[src/sv/sba_pkg.sv]
// Package with shared types and constants for the sample block average history block.
package sba_pkg;

  localparam int SAMPLE_W   = 16;
  localparam int WLEN_W     = 7;
  localparam int FILL_OUT_W = 7;
  localparam int CFG_IDX_W  = 2;
  localparam int CFG_DATA_W = 16;

  // Configuration register indexes.
  localparam logic [CFG_IDX_W-1:0] CFG_WINDOW_LENGTH = 2'd0;
  localparam logic [CFG_IDX_W-1:0] CFG_LOW_SENTINEL  = 2'd1;
  localparam logic [CFG_IDX_W-1:0] CFG_HIGH_SENTINEL = 2'd2;

  // Reset values of the configuration registers.
  localparam logic [WLEN_W-1:0]   WINDOW_LENGTH_RST = 7'd16;
  localparam logic [SAMPLE_W-1:0] LOW_SENTINEL_RST  = 16'd400;
  localparam logic [SAMPLE_W-1:0] HIGH_SENTINEL_RST = 16'd5000;

  // One result item.
  typedef struct packed {
    logic                  was_skipped;
    logic                  entry_stored;
    logic [SAMPLE_W-1:0]   stored_average;
    logic [FILL_OUT_W-1:0] fill_count;
    logic [SAMPLE_W-1:0]   history_max;
    logic [SAMPLE_W-1:0]   history_min;
  } result_t;

  // Commands from the controller to the datapath.
  typedef struct packed {
    logic accept;
    logic div_step;
    logic commit;
    logic scan;
    logic emit_item;
    logic emit_flush;
  } cmd_t;

  // Status from the datapath to the controller.
  typedef struct packed {
    logic flush_needed;
    logic div_last;
    logic scan_last;
  } status_t;

  typedef enum logic [5:0] {
    ST_IDLE   = 6'b000001,
    ST_DIVIDE = 6'b000010,
    ST_COMMIT = 6'b000100,
    ST_SCAN   = 6'b001000,
    ST_DRAIN  = 6'b010000,
    ST_DONE   = 6'b100000
  } state_t;

endpackage

[src/sv/sba_if.sv]
// Valid/ready channel interfaces for the sample input and the result output.
interface sba_in_if import sba_pkg::*; ();
  logic                valid;
  logic                ready;
  logic [SAMPLE_W-1:0] sample_value;

  modport source (output valid, output sample_value, input ready);
  modport sink (input valid, input sample_value, output ready);
endinterface

interface sba_out_if import sba_pkg::*; ();
  logic                  valid;
  logic                  ready;
  logic                  was_skipped;
  logic                  entry_stored;
  logic [SAMPLE_W-1:0]   stored_average;
  logic [FILL_OUT_W-1:0] fill_count;
  logic [SAMPLE_W-1:0]   history_max;
  logic [SAMPLE_W-1:0]   history_min;

  modport source (
    output valid, output was_skipped, output entry_stored, output stored_average,
    output fill_count, output history_max, output history_min, input ready
  );
  modport sink (
    input valid, input was_skipped, input entry_stored, input stored_average,
    input fill_count, input history_max, input history_min, output ready
  );
endinterface

[src/sv/sba_ctrl.sv]
// Controller state machine that sequences accumulate, divide, commit and scan.
module sba_ctrl import sba_pkg::*; (
  input  logic    clk,
  input  logic    rst,
  input  logic    in_valid,
  output logic    in_ready,
  input  logic    buf_free,
  input  status_t status,
  output cmd_t    cmd
);

  state_t state;
  state_t state_next;

  always_ff @(posedge clk) begin
    if (rst) begin
      state <= ST_IDLE;
    end else begin
      state <= state_next;
    end
  end

  always_comb begin
    state_next = state;
    cmd        = '0;
    in_ready   = 1'b0;
    unique case (state)
      ST_IDLE: begin
        in_ready = buf_free;
        if (in_valid && buf_free) begin
          cmd.accept = 1'b1;
          if (status.flush_needed) begin
            state_next = ST_DIVIDE;
          end else begin
            cmd.emit_item = 1'b1;
          end
        end
      end
      ST_DIVIDE: begin
        cmd.div_step = 1'b1;
        if (status.div_last) begin
          state_next = ST_COMMIT;
        end
      end
      ST_COMMIT: begin
        cmd.commit = 1'b1;
        state_next = ST_SCAN;
      end
      ST_SCAN: begin
        cmd.scan = 1'b1;
        if (status.scan_last) begin
          state_next = ST_DRAIN;
        end
      end
      ST_DRAIN: begin
        state_next = ST_DONE;
      end
      ST_DONE: begin
        if (buf_free) begin
          cmd.emit_flush = 1'b1;
          state_next     = ST_IDLE;
        end
      end
      default: begin
        state_next = ST_IDLE;
      end
    endcase
  end

endmodule

[src/sv/sba_datapath.sv]
// Datapath: configuration, window accumulator, serial divider, history ring and min/max scan.
module sba_datapath import sba_pkg::*; #(
  parameter int HISTORY_DEPTH = 64,
  parameter int MAX_WINDOW    = 64
) (
  input  logic                  clk,
  input  logic                  rst,
  input  logic                  cfg_we,
  input  logic [CFG_IDX_W-1:0]  cfg_index,
  input  logic [CFG_DATA_W-1:0] cfg_data,
  input  logic [SAMPLE_W-1:0]   sample_value,
  input  cmd_t                  cmd,
  output status_t               status,
  output result_t               result
);

  localparam int CNT_W  = $clog2(MAX_WINDOW + 1);
  localparam int SUM_W  = SAMPLE_W + CNT_W;
  localparam int DIVC_W = $clog2(SUM_W + 1);
  localparam int ADDR_W = $clog2(HISTORY_DEPTH);
  localparam int FILL_W = $clog2(HISTORY_DEPTH + 1);

  // Configuration registers.
  logic [WLEN_W-1:0]   window_length;
  logic [SAMPLE_W-1:0] low_sentinel;
  logic [SAMPLE_W-1:0] high_sentinel;

  always_ff @(posedge clk) begin
    if (rst) begin
      window_length <= WINDOW_LENGTH_RST;
      low_sentinel  <= LOW_SENTINEL_RST;
      high_sentinel <= HIGH_SENTINEL_RST;
    end else if (cfg_we) begin
      if (cfg_index == CFG_WINDOW_LENGTH) begin
        window_length <= cfg_data[WLEN_W-1:0];
      end
      if (cfg_index == CFG_LOW_SENTINEL) begin
        low_sentinel <= cfg_data[SAMPLE_W-1:0];
      end
      if (cfg_index == CFG_HIGH_SENTINEL) begin
        high_sentinel <= cfg_data[SAMPLE_W-1:0];
      end
    end
  end

  // Window length clamped to 1..MAX_WINDOW.
  logic [CNT_W-1:0] eff_len;

  always_comb begin
    if (window_length == '0) begin
      eff_len = CNT_W'(1);
    end else if (32'(window_length) > 32'(MAX_WINDOW)) begin
      eff_len = CNT_W'(MAX_WINDOW);
    end else begin
      eff_len = CNT_W'(window_length);
    end
  end

  logic [SUM_W-1:0]  window_sum;
  logic [CNT_W-1:0]  window_count;
  logic              skip;
  logic              flush;

  assign skip  = (sample_value == low_sentinel) || (sample_value == high_sentinel);
  assign flush = !skip && !(window_count < eff_len);

  // Restoring divider, one quotient bit per cycle.
  logic [SUM_W-1:0]  quo;
  logic [CNT_W-1:0]  rem;
  logic [DIVC_W-1:0] div_cnt;
  logic [CNT_W:0]    shifted;
  logic [CNT_W:0]    diff;
  logic              ge;
  logic [SAMPLE_W-1:0] avg;

  assign shifted = {rem, quo[SUM_W-1]};
  assign diff    = shifted - {1'b0, window_count};
  assign ge      = shifted >= {1'b0, window_count};
  assign avg     = (quo[SUM_W-1:SAMPLE_W] != '0) ? '1 : quo[SAMPLE_W-1:0];

  // History ring state.
  logic [ADDR_W-1:0]   write_slot;
  logic [FILL_W-1:0]   valid_entries;
  logic [SAMPLE_W-1:0] running_max;
  logic [SAMPLE_W-1:0] running_min;
  logic [ADDR_W-1:0]   scan_addr;
  logic [SAMPLE_W-1:0] rd_data;
  logic                rd_ok;
  logic                rd_live;
  logic [SAMPLE_W-1:0] history_mem [HISTORY_DEPTH];

  always_ff @(posedge clk) begin
    if (rst) begin
      window_sum    <= '0;
      window_count  <= '0;
      write_slot    <= '0;
      valid_entries <= '0;
      running_max   <= LOW_SENTINEL_RST;
      running_min   <= HIGH_SENTINEL_RST;
      rd_live       <= 1'b0;
      div_cnt       <= '0;
    end else begin
      rd_live <= cmd.scan;
      if (cmd.accept && !skip) begin
        if (!flush) begin
          window_sum   <= window_sum + SUM_W'(sample_value);
          window_count <= window_count + CNT_W'(1);
        end else begin
          quo     <= window_sum;
          rem     <= '0;
          div_cnt <= DIVC_W'(SUM_W);
        end
      end
      if (cmd.div_step) begin
        quo     <= {quo[SUM_W-2:0], ge};
        rem     <= ge ? diff[CNT_W-1:0] : shifted[CNT_W-1:0];
        div_cnt <= div_cnt - DIVC_W'(1);
      end
      if (cmd.commit) begin
        window_sum   <= '0;
        window_count <= '0;
        if (write_slot == ADDR_W'(HISTORY_DEPTH - 1)) begin
          write_slot <= '0;
        end else begin
          write_slot <= write_slot + ADDR_W'(1);
        end
        if (valid_entries != FILL_W'(HISTORY_DEPTH)) begin
          valid_entries <= valid_entries + FILL_W'(1);
        end
        running_max <= low_sentinel;
        running_min <= high_sentinel;
        scan_addr   <= '0;
      end
      if (cmd.scan) begin
        scan_addr <= scan_addr + ADDR_W'(1);
        rd_ok     <= FILL_W'(scan_addr) < valid_entries;
      end
      // Slots at or past the fill count were never written and count as empty.
      if (rd_live && rd_ok && rd_data != '0) begin
        if (rd_data > running_max) begin
          running_max <= rd_data;
        end
        if (rd_data < running_min) begin
          running_min <= rd_data;
        end
      end
    end
  end

  always_ff @(posedge clk) begin
    if (cmd.commit) begin
      history_mem[write_slot] <= avg;
    end
  end

  always_ff @(posedge clk) begin
    if (cmd.scan) begin
      rd_data <= history_mem[scan_addr];
    end
  end

  assign status.flush_needed = flush;
  assign status.div_last     = div_cnt == DIVC_W'(1);
  assign status.scan_last    = scan_addr == ADDR_W'(HISTORY_DEPTH - 1);

  logic [FILL_W+FILL_OUT_W-1:0] fill_ext;
  assign fill_ext = {{FILL_OUT_W{1'b0}}, valid_entries};

  always_comb begin
    result.was_skipped    = cmd.emit_item && skip;
    result.entry_stored   = cmd.emit_flush;
    result.stored_average = cmd.emit_flush ? avg : '0;
    result.fill_count     = fill_ext[FILL_OUT_W-1:0];
    result.history_max    = running_max;
    result.history_min    = running_min;
  end

endmodule

[src/sv/sba_outbuf.sv]
// Two-entry output buffer that drives the result channel.
module sba_outbuf import sba_pkg::*; (
  input  logic        clk,
  input  logic        rst,
  input  logic        push,
  input  result_t     push_data,
  output logic        buf_free,
  sba_out_if.source   out_ch
);

  logic    out_valid;
  logic    skid_valid;
  result_t out_data;
  result_t skid_data;
  logic    pop;

  assign pop      = out_valid && out_ch.ready;
  assign buf_free = !skid_valid;

  always_ff @(posedge clk) begin
    if (rst) begin
      out_valid  <= 1'b0;
      skid_valid <= 1'b0;
    end else if (pop) begin
      if (skid_valid) begin
        out_data   <= skid_data;
        skid_valid <= push;
        skid_data  <= push_data;
      end else begin
        out_valid <= push;
        out_data  <= push_data;
      end
    end else if (!out_valid) begin
      out_valid <= push;
      out_data  <= push_data;
    end else if (push) begin
      skid_valid <= 1'b1;
      skid_data  <= push_data;
    end
  end

  assign out_ch.valid          = out_valid;
  assign out_ch.was_skipped    = out_data.was_skipped;
  assign out_ch.entry_stored   = out_data.entry_stored;
  assign out_ch.stored_average = out_data.stored_average;
  assign out_ch.fill_count     = out_data.fill_count;
  assign out_ch.history_max    = out_data.history_max;
  assign out_ch.history_min    = out_data.history_min;

endmodule

[src/sv/sample_block_average_history_top.sv]
// Top level of the block-average decimator with a min/max history ring.
//
// Each sample transfer on in_ch yields exactly one result transfer on out_ch. A sample
// equal to the low or high sentinel is skipped and changes no state. Other samples are
// summed into a window until the window holds window_length samples (zero is treated as
// one, values above MAX_WINDOW as MAX_WINDOW). The next non-sentinel sample is not
// summed; it writes the truncated window average into the history ring, grows the fill
// count up to HISTORY_DEPTH, and rescans the ring for the largest and smallest nonzero
// entries, starting from the current sentinels. A skipped or summed sample pushes its
// result as it transfers. A flushing sample steps through the divide, commit, scan, drain
// and done states and takes no new sample meanwhile: the serial divider yields one
// quotient bit per cycle and the single-read-port history memory is swept one entry per
// cycle. Results pass through a two-entry output buffer, so a sample can be taken while a
// result waits on out_ch. History slots that were never written are recognized from the
// fill count and read as empty, so no clearing pass is needed after reset. Configuration
// writes take effect on the next cycle and should only be made while the block is idle.
module sample_block_average_history_top import sba_pkg::*; #(
  parameter int HISTORY_DEPTH = 64,
  parameter int MAX_WINDOW    = 64
) (
  input  logic                  clk,
  input  logic                  rst,
  input  logic                  cfg_we,
  input  logic [CFG_IDX_W-1:0]  cfg_index,
  input  logic [CFG_DATA_W-1:0] cfg_data,
  sba_in_if.sink                in_ch,
  sba_out_if.source             out_ch
);

  cmd_t    cmd;
  status_t status;
  result_t result;
  logic    buf_free;
  logic    res_push;

  // The controller owns the input handshake and steps the datapath through a flush.
  sba_ctrl u_ctrl (
    .clk      (clk),
    .rst      (rst),
    .in_valid (in_ch.valid),
    .in_ready (in_ch.ready),
    .buf_free (buf_free),
    .status   (status),
    .cmd      (cmd)
  );

  sba_datapath #(
    .HISTORY_DEPTH (HISTORY_DEPTH),
    .MAX_WINDOW    (MAX_WINDOW)
  ) u_datapath (
    .clk          (clk),
    .rst          (rst),
    .cfg_we       (cfg_we),
    .cfg_index    (cfg_index),
    .cfg_data     (cfg_data),
    .sample_value (in_ch.sample_value),
    .cmd          (cmd),
    .status       (status),
    .result       (result)
  );

  // A result is pushed either in the cycle its sample transfers or when a flush finishes.
  assign res_push = cmd.emit_item || cmd.emit_flush;

  sba_outbuf u_outbuf (
    .clk       (clk),
    .rst       (rst),
    .push      (res_push),
    .push_data (result),
    .buf_free  (buf_free),
    .out_ch    (out_ch)
  );

`ifndef SYNTHESIS
  // The output buffer must never be pushed while its spare entry is occupied.
  assert property (@(posedge clk) disable iff (rst) res_push |-> buf_free)
    else $error("result pushed into a full output buffer");

  // A sample that starts a flush produces no result in the following cycle.
  assert property (@(posedge clk) disable iff (rst)
    (in_ch.valid && in_ch.ready && status.flush_needed) |=> !res_push)
    else $error("result pushed while a flush is in progress");

  // A stored entry is never reported as a skipped sample.
  assert property (@(posedge clk) disable iff (rst)
    res_push |-> !(result.was_skipped && result.entry_stored))
    else $error("result both skipped and stored");
`endif

endmodule

[src/flat_wrapper.sv]
// flat-port wrapper written by rule: the top's interface ports become plain ports
module sample_block_average_history_top_flat import sba_pkg::*;
#(
  parameter int HISTORY_DEPTH = 64,
  parameter int MAX_WINDOW    = 64
)
  (clk, rst, cfg_we, cfg_index, cfg_data, in_ch_valid, in_ch_sample_value, in_ch_ready, out_ch_valid, out_ch_was_skipped, out_ch_entry_stored, out_ch_stored_average, out_ch_fill_count, out_ch_history_max, out_ch_history_min, out_ch_ready);
  sba_in_if in_ch_i ();
  sba_out_if out_ch_i ();
  input  logic clk;
  input  logic rst;
  input  logic cfg_we;
  input  logic [CFG_IDX_W-1:0] cfg_index;
  input  logic [CFG_DATA_W-1:0] cfg_data;
  input wire logic [$bits(in_ch_i.valid)-1:0] in_ch_valid;
  input wire logic [$bits(in_ch_i.sample_value)-1:0] in_ch_sample_value;
  output wire logic [$bits(in_ch_i.ready)-1:0] in_ch_ready;
  output wire logic [$bits(out_ch_i.valid)-1:0] out_ch_valid;
  output wire logic [$bits(out_ch_i.was_skipped)-1:0] out_ch_was_skipped;
  output wire logic [$bits(out_ch_i.entry_stored)-1:0] out_ch_entry_stored;
  output wire logic [$bits(out_ch_i.stored_average)-1:0] out_ch_stored_average;
  output wire logic [$bits(out_ch_i.fill_count)-1:0] out_ch_fill_count;
  output wire logic [$bits(out_ch_i.history_max)-1:0] out_ch_history_max;
  output wire logic [$bits(out_ch_i.history_min)-1:0] out_ch_history_min;
  input wire logic [$bits(out_ch_i.ready)-1:0] out_ch_ready;
  assign in_ch_i.valid = in_ch_valid;
  assign in_ch_i.sample_value = in_ch_sample_value;
  assign in_ch_ready = in_ch_i.ready;
  assign out_ch_valid = out_ch_i.valid;
  assign out_ch_was_skipped = out_ch_i.was_skipped;
  assign out_ch_entry_stored = out_ch_i.entry_stored;
  assign out_ch_stored_average = out_ch_i.stored_average;
  assign out_ch_fill_count = out_ch_i.fill_count;
  assign out_ch_history_max = out_ch_i.history_max;
  assign out_ch_history_min = out_ch_i.history_min;
  assign out_ch_i.ready = out_ch_ready;
  sample_block_average_history_top #(.HISTORY_DEPTH(HISTORY_DEPTH), .MAX_WINDOW(MAX_WINDOW)) u_core (.clk(clk), .rst(rst), .cfg_we(cfg_we), .cfg_index(cfg_index), .cfg_data(cfg_data), .in_ch(in_ch_i), .out_ch(out_ch_i));
endmodule
[config.mk]
export PLATFORM = sky130hd
export DESIGN_NAME = sample_block_average_history_top_flat
export DESIGN_NICKNAME = d
export VERILOG_FILES = /design/src/sv/sba_pkg.sv /design/src/sv/sba_if.sv /design/src/sv/sba_ctrl.sv /design/src/sv/sba_datapath.sv /design/src/sv/sba_outbuf.sv /design/src/sv/sample_block_average_history_top.sv /design/src/flat_wrapper.sv
export SDC_FILE = /design/constraint.sdc
export NUM_CORES = 2
export LEC_CHECK = 0
export CORE_MARGIN = 2
export CORE_UTILIZATION = 55
export CTS_BUF_LIST = sky130_fd_sc_hd__clkbuf_2
export DETAILED_ROUTE_END_ITERATION = 6
export DONT_BUFFER_PORTS = 1
export PLACE_DENSITY = 0.7
export REMOVE_ABC_BUFFERS = 1
export SYNTH_ARGS = -nofsm -noshare
export SYNTH_HDL_FRONTEND = slang
export SYNTH_SLANG_ARGS = --single-unit
[constraint.sdc]
create_clock -name clk -period 11.05 [get_ports clk]
set_clock_uncertainty 0.15 [all_clocks]
set_input_delay 0.5525 -clock clk [delete_from_list [all_inputs] [get_ports clk]]
set_output_delay 0.5525 -clock clk [all_outputs]
set_load 0.01 [all_outputs]
## After elaboration in Yosys (flattened, before gate mapping)

Memories as Yosys holds them, arrays and structs flattened. A register that Yosys moved wholly into a read port is not among the register bits.
Cells that the tools add are included.

- Bitwise gates (word level): 2
- Muxes and demuxes: 56
- $add $sub $neg: 7
- Reductions and logical operators: 35
- Equality and inequality tests: 22
- Order comparisons: 6

Operators with widths:

| operator | count |
|---|---|
| $mux W57 | 7 |
| $mux W16 | 8 |
| $mux W23 | 3 |
| $mux W6 | 8 |
| $mux W7 | 6 |
| $pmux W6 S6 | 1 |
| $eq A16 B16 Y1 | 2 |
| $add A23 B16 Y23 | 1 |
| $mux W1 | 20 |
| $reduce_and A2 Y1 | 10 |
| $eq A6 B6 Y1 const B | 3 |
| $gt A16 B16 Y1 | 1 |
| $lt A16 B16 Y1 | 1 |
| $reduce_bool A16 Y1 | 1 |
| $mux W5 | 3 |
| $add A7 B1 Y7 const B | 2 |
| $add A6 B1 Y6 const B | 2 |
| $ne A2 B2 Y1 const B | 5 |
| $reduce_bool A2 Y1 | 5 |
| $ge A8 B7 Y1 | 1 |
| $gt A7 B7 Y1 const B | 1 |
| $logic_and A1 B1 Y1 | 7 |
| $logic_not A7 Y1 | 1 |
| $lt A6 B7 Y1 | 1 |
| 22 further kinds | 28 |

- Memories kept: 1
- Bits of input ports: 39
- Bits in registers: 279
- Output and inout port bits: 59
- Bits in writable memories: 1,024

Memories:

| memory | words | bits a word | rd ports | clocked after Yosys merged registers in | write ports | RTL line | source |
|---|---|---|---|---|---|---|---|
| u_core.u_datapath.history_mem | 64 | 16 | 1 | 1 | 1 | sba_datapath.sv:90 | `logic [SAMPLE_W-1:0] history_mem [HISTORY_DEPTH];` |

## Logic depth before layout (Yosys ltp)

- Depth after elaboration: 13
- Mapped depth: 12
- Depth with buffers taken out: 10

## Modules after synthesis

From an unflattened synthesis, not the netlist that was laid out.

- Cells, all modules: 2,863
- Area, all modules: 53,811.6 µm²

Modules (own cells, without submodules):

| module | area an instance (µm²) | cells each | seq. area each (µm²) | times used |
|---|---|---|---|---|
| sba_datapath | 49,065.8 | 2,622 | 34,743.3 | 1 |
| sba_outbuf | 4,345.4 | 192 | 3,463.3 | 1 |
| sba_ctrl | 394.1 | 48 | 120.1 | 1 |
| sample_block_average_history_top | 6.3 | 1 | 0.0 | 1 |

## Worst setup path before layout

Ideal clock, no wire load.

- Path kind: register to register
- Start point: register u_core.u_datapath.window_length[6]
- End point: register u_core.u_outbuf.skid_data[0] (netlist bit) (enable)
- Cell stages (with the launch flop): 12
- Buffers on the path: 1
- Path slack: 4.266 ns
- Period minus slack after synthesis: 6.784 ns
- Data arrival time: 6.077 ns
- Cell sequence: dfxtp_1 -> inv_1 -> nand2_1 -> ha_1 -> nand4_1 -> a211oi_1 -> a211o_1 -> or2_1 -> buf_6 -> a21oi_1 -> nor2_1 -> a211oi_1

- Longest elaborated chain between the ends: 12
- Elaborated cells on any way between the ends: 13

RTL lines:

| what | RTL line | source |
|---|---|---|
| from (decl) | sba_datapath.sv:24 | `logic [WLEN_W-1:0] window_length;` |
| from (signal assigned) | sba_datapath.sv:35 | `window_length <= cfg_data[WLEN_W-1:0];` |
| $gt A7 B7 Y1 | sba_datapath.sv:52 | `end else if (32'(window_length) > 32'(MAX_WINDOW)) begin` |
| $mux W7 | sba_datapath.sv:52 |  |
| $mux W7 * | sba_datapath.sv:50 | `if (window_length == '0) begin` |
| $lt A7 B7 Y1 * | sba_datapath.sv:65 | `assign flush = !skip && !(window_count < eff_len);` |
| $logic_not A1 Y1 * | sba_datapath.sv:65 |  |
| $logic_and A1 B1 Y1 * | sba_datapath.sv:65 |  |
| $mux W1 * | sba_ctrl.sv:32 | `if (status.flush_needed) begin` |
| $mux W1 * | sba_ctrl.sv:30 | `if (in_valid && buf_free) begin` |
| $mux W1 * | sba_ctrl.sv:27 | `unique case (state)` |
| $logic_or A1 B1 Y1 * | sample_block_average_history_top.sv:63 | `assign res_push = cmd.emit_item \|\| cmd.emit_flush;` |
| $reduce_bool A2 Y1 (no line) * | n/a |  |
| $reduce_and A4 Y1 (no line) * | n/a |  |
| to (signal assigned) | sba_outbuf.sv:28 | `skid_data <= push_data;` |
| to (signal assigned) | sba_outbuf.sv:38 | `skid_data <= push_data;` |
| to (decl) | sba_outbuf.sv:14 | `result_t skid_data;` |

Every way passes the cells marked *; elsewhere a longest branch is shown, timed or not.
A chain may end at the register's enable or synchronous reset.

## Final worst setup path

- Start point: register u_core.u_datapath.high_sentinel[5]
- End point: register u_core.u_outbuf.skid_data[46] (netlist bit) (enable)

- Longest elaborated chain between the ends: 10

RTL lines:

| what | RTL line | source |
|---|---|---|
| from (decl) | sba_datapath.sv:26 | `logic [SAMPLE_W-1:0] high_sentinel;` |
| from (signal assigned) | sba_datapath.sv:41 | `high_sentinel <= cfg_data[SAMPLE_W-1:0];` |
| $eq A16 B16 Y1 | sba_datapath.sv:64 | `assign skip = (sample_value == low_sentinel) \|\| (sample_value == high_sentinel);` |
| $logic_or A1 B1 Y1 | sba_datapath.sv:64 |  |
| $logic_not A1 Y1 | sba_datapath.sv:65 |  |
| $logic_and A1 B1 Y1 | sba_datapath.sv:65 |  |
| $mux W1 | sba_ctrl.sv:32 |  |
| $mux W1 | sba_ctrl.sv:30 |  |
| $mux W1 | sba_ctrl.sv:27 |  |
| $logic_or A1 B1 Y1 | sample_block_average_history_top.sv:63 |  |
| $reduce_bool A2 Y1 (no line) | n/a |  |
| $reduce_and A4 Y1 (no line) | n/a |  |

No other way between the ends.

==> summary.txt <==
Final setup viols = 0
Post-synth top area share = 67.2%
H-tree levels = 5
Area of the core = 96300 sq um
Num Clock Sinks = 1319
Total power = 9310 uW
Final antenna-violating net count = 0
Commonest non-fill, non-tap cells in the layout = 1191 x edfxtp_1, 480 x clkbuf_2, 336 x mux4_2
Static leakage = 0.0196 uW
Relative slew margins = 15.1%
Row count = 114
Largest net degree at the start of global routing = 158
P_sw = 2310 uW
Area leader, netlist = edfxtp_1
Worst Tran Pin Value = 1.27 ns
Reg power frac = 59.5%
Crit. End Element = register
Filler cell count = 6925
Max-Cap Viols = 0
Switch share = 24.8%
Cells after Synth = 2942
Seq/Total Area, Yosys = 72.0%
Detailed-route via count = 30000
DRC viols = 0
Port bufs = 0
CTS root buffer = clkbuf_2
Pwr dens = 157 nW/um^2
Die Span Y = 315 microns
Fin crit share = 43.9%
Routed WL per cell = 27.7 microns
GP Congestion = 0.900
IO Pins = 98
Most common cell after layout, fill and taps aside = edfxtp_1
CTS tree = built
Hold-fix buffers at CTS = 133
Worst Setup Start Kind = register
Crit path max fanout = 57
EDFF count, synth = 1191
Post-CTS resize count = 0
CTS max path bufs = 4
Dpl hpwl = 76.6 mm
Initial antenna violation count = 8
Placed cell count = 4167
Netlist cell types = 66
Clock Latency Late Sink = 1.62 ns
Setup WS post-layout = 6.20 ns
Max VDD drop = 0.0000924 V
Area Growth Syn to Fin = 11.6%
Clock transition at path regs = 0.12 ns
DR iter-0 viols = 3545
RSZ-0062 raised after global routing = no
DR pass1 iterations = 6
CTS Buf Count = 336
Hold Crit Class = in -> reg
Hold Violations, Final = 0
Final wirelength = 135 mm
Post-CTS setup buffer count = 0
Gate power share = 6.2%
Finished Core Util = 61.7%
Syn avg cell area = 18.1 sq um
Multi-input logic area = 14200 sq um
Max-slew violations = 0
Die ar. = 99300 sq um
Ys flop type = edfxtp_1
Place WS = 6.90 ns
Post-synthesis async set-or-reset flop share = 0%
Synth warn = 0
Clk pwr share = 34.3%
# nets final = 3475
Initial Util = 55.3%
Crit path DAT = 5.76 ns
Final global-route overflow total = 0
WHS = 0.133 ns
Sequential Area = 38300 sq um
Total Routing Usage GR = 27.5%
Synth top area cells = edfxtp_1 67%, mux4_2 14%, dfxtp_1 4.8%
Share of post-route cells with drive strength above 1 = 28.1%
First-pass GRT wire length = 197 mm
Final Non-Filler Cells = 4875
Yosys reg bits = 1319
Outcome = finished clean
Critical Path RT = 11.96 ns
Width of the die = 315 microns
Vias in the first global route = 30600
Vias per cell = 6.15
Max Fclk = 206 MHz
Cell Area, Synth = 53200 sq um
Pint = 7010 uW
Fin crit period = 4.85 ns
Crit Path Category = reg -> reg
## cell usage after synthesis, drive strengths merged, types with 7 or more instances
master  count
a211oi     18
a21o       32
a21oi      86
a311oi     13
and2       22
buf        43
clkbuf    106
dfxtp     128
edfxtp   1191
ha         72
inv        60
mux2       16
mux2i      19
mux4      336
nand2     275
nand3      23
nand3b     21
nand4      26
nor2      148
nor2b      18
nor3       25
nor4       15
o211ai      8
o21a        9
o21ai      63
or2        23
or3        11
or4         7
xnor2      50
xor2       10
## layer usage
metal | global-route usage, % | share of wire [%] | wire length, microns | up-vias
met5 | 0 | 0.0096 | 13 | -
met4 | 12.4 | 3.9 | 5230 | 2
met2 | 44.0 | 49 | 65700 | 1703
met1 | 36.4 | 37 | 50400 | 15200
li1 | - | - | - | 12700
met3 | 6.08 | 10 | 13600 | 325
## critical path: stages, from the launching register on
cell           delay (ns)
dfxtp_1              0.51
xnor2_1              0.16
nand4_1              0.08
dlygate4sd3_1        0.57
nor4_1               0.22
dlygate4sd3_1        0.74
nor2_1               0.06
dlygate4sd3_1        0.60
a21oi_1              0.20
nor2_1               0.12
a211oi_4             0.25
buf_4                0.65
## state kept, by name, indices dropped and copies added (netlist names), 7 cells and up
signal                                 cells
u_core.u_datapath.window_sum              23
u_core.u_datapath.low_sentinel            16
u_core.u_datapath.window_length            7
u_core.u_datapath.rd_data                 16
u_core.u_datapath.quo                     23
u_core.u_datapath.high_sentinel           16
u_core.u_outbuf.out_ch.history_max        16
u_core.u_datapath.window_count             7
u_core.u_outbuf.out_ch.history_min        16
u_core.u_outbuf.out_ch.fill_count          7
u_core.u_datapath.history_mem           1024
u_core.u_datapath.valid_entries            7
u_core.u_outbuf.skid_data                 57
u_core.u_datapath.running_min             16
u_core.u_datapath.rem                      7
u_core.u_outbuf.out_ch.stored_average     16
u_core.u_datapath.running_max             16
## layout make-up
| type | instances | area share (%) |
|---|---|---|
| repair buffers | 231 | 3.60 |
| inverters | 60 | 0.379 |
| clock buffers | 480 | 4.04 |
| diodes | 14 | 0.0590 |
| clock inverters | 81 | 0.815 |
| multi-input cells | 1414 | 23.9 |
| flip-flops and latches | 1319 | 64.5 |
| well taps | 1276 | 2.69 |
## power groups by stage
stage / Sequential (uW) / Combinational (uW) / Clock, uW
final: 5540 / 574 / 3200
after global routing: 5550 / 628 / 3520
after detailed placement: 5650 / 449 / 0
after global placement: 5650 / 431 / 0
after floorplan: 5630 / 343 / 0
after CTS: 5540 / 557 / 3260
## stage by stage
| step | area [sq um] | setup TNS (ns) |
|---|---|---|
| after CTS | 59400 | 0 |
| after detailed placement | 55100 | 0 |
| after global placement | 55100 | 0 |
| after floorplan | 52600 | -17.27 |
| final | 59400 | 0 |
| after global routing | 59400 | 0 |
## path summary, 6_finish.rpt
kind / cells after the start / endpoint / start / slack, ns
worst min-delay path: 4 / u_core.u_datapath.high_sentinel[8] / cfg_data[8] / 0.13
worst max-delay path: 11 / u_core.u_outbuf.skid_data[46] / u_core.u_datapath.high_sentinel[5] / 6.20
worst min register to register: 0 / u_core.u_outbuf.skid_data[26] / u_core.u_datapath.running_max[10] / 0.29
worst max register to register: 11 / u_core.u_outbuf.skid_data[46] / u_core.u_datapath.high_sentinel[5] / 6.20
## kinds of logic (layout without fill, tap and decap cells)
logic type / Yosys count / count (layout) / synth area share, %
DFF: 1319 / 1319 / 72.0
and+or+nand+nor: 643 / 643 / 5.68
muxes: 371 / 371 / 14.9
AOI/OAI and AO/OA: 266 / 266 / 3.13
buffers and inverters: 209 / 852 / 1.55
adders and majority gates: 74 / 74 / 1.77
xor gates and xnor gates: 60 / 60 / 0.987
other: 0 / 14 / 0
No activity file was read; power rests on OpenSTA's default activity.
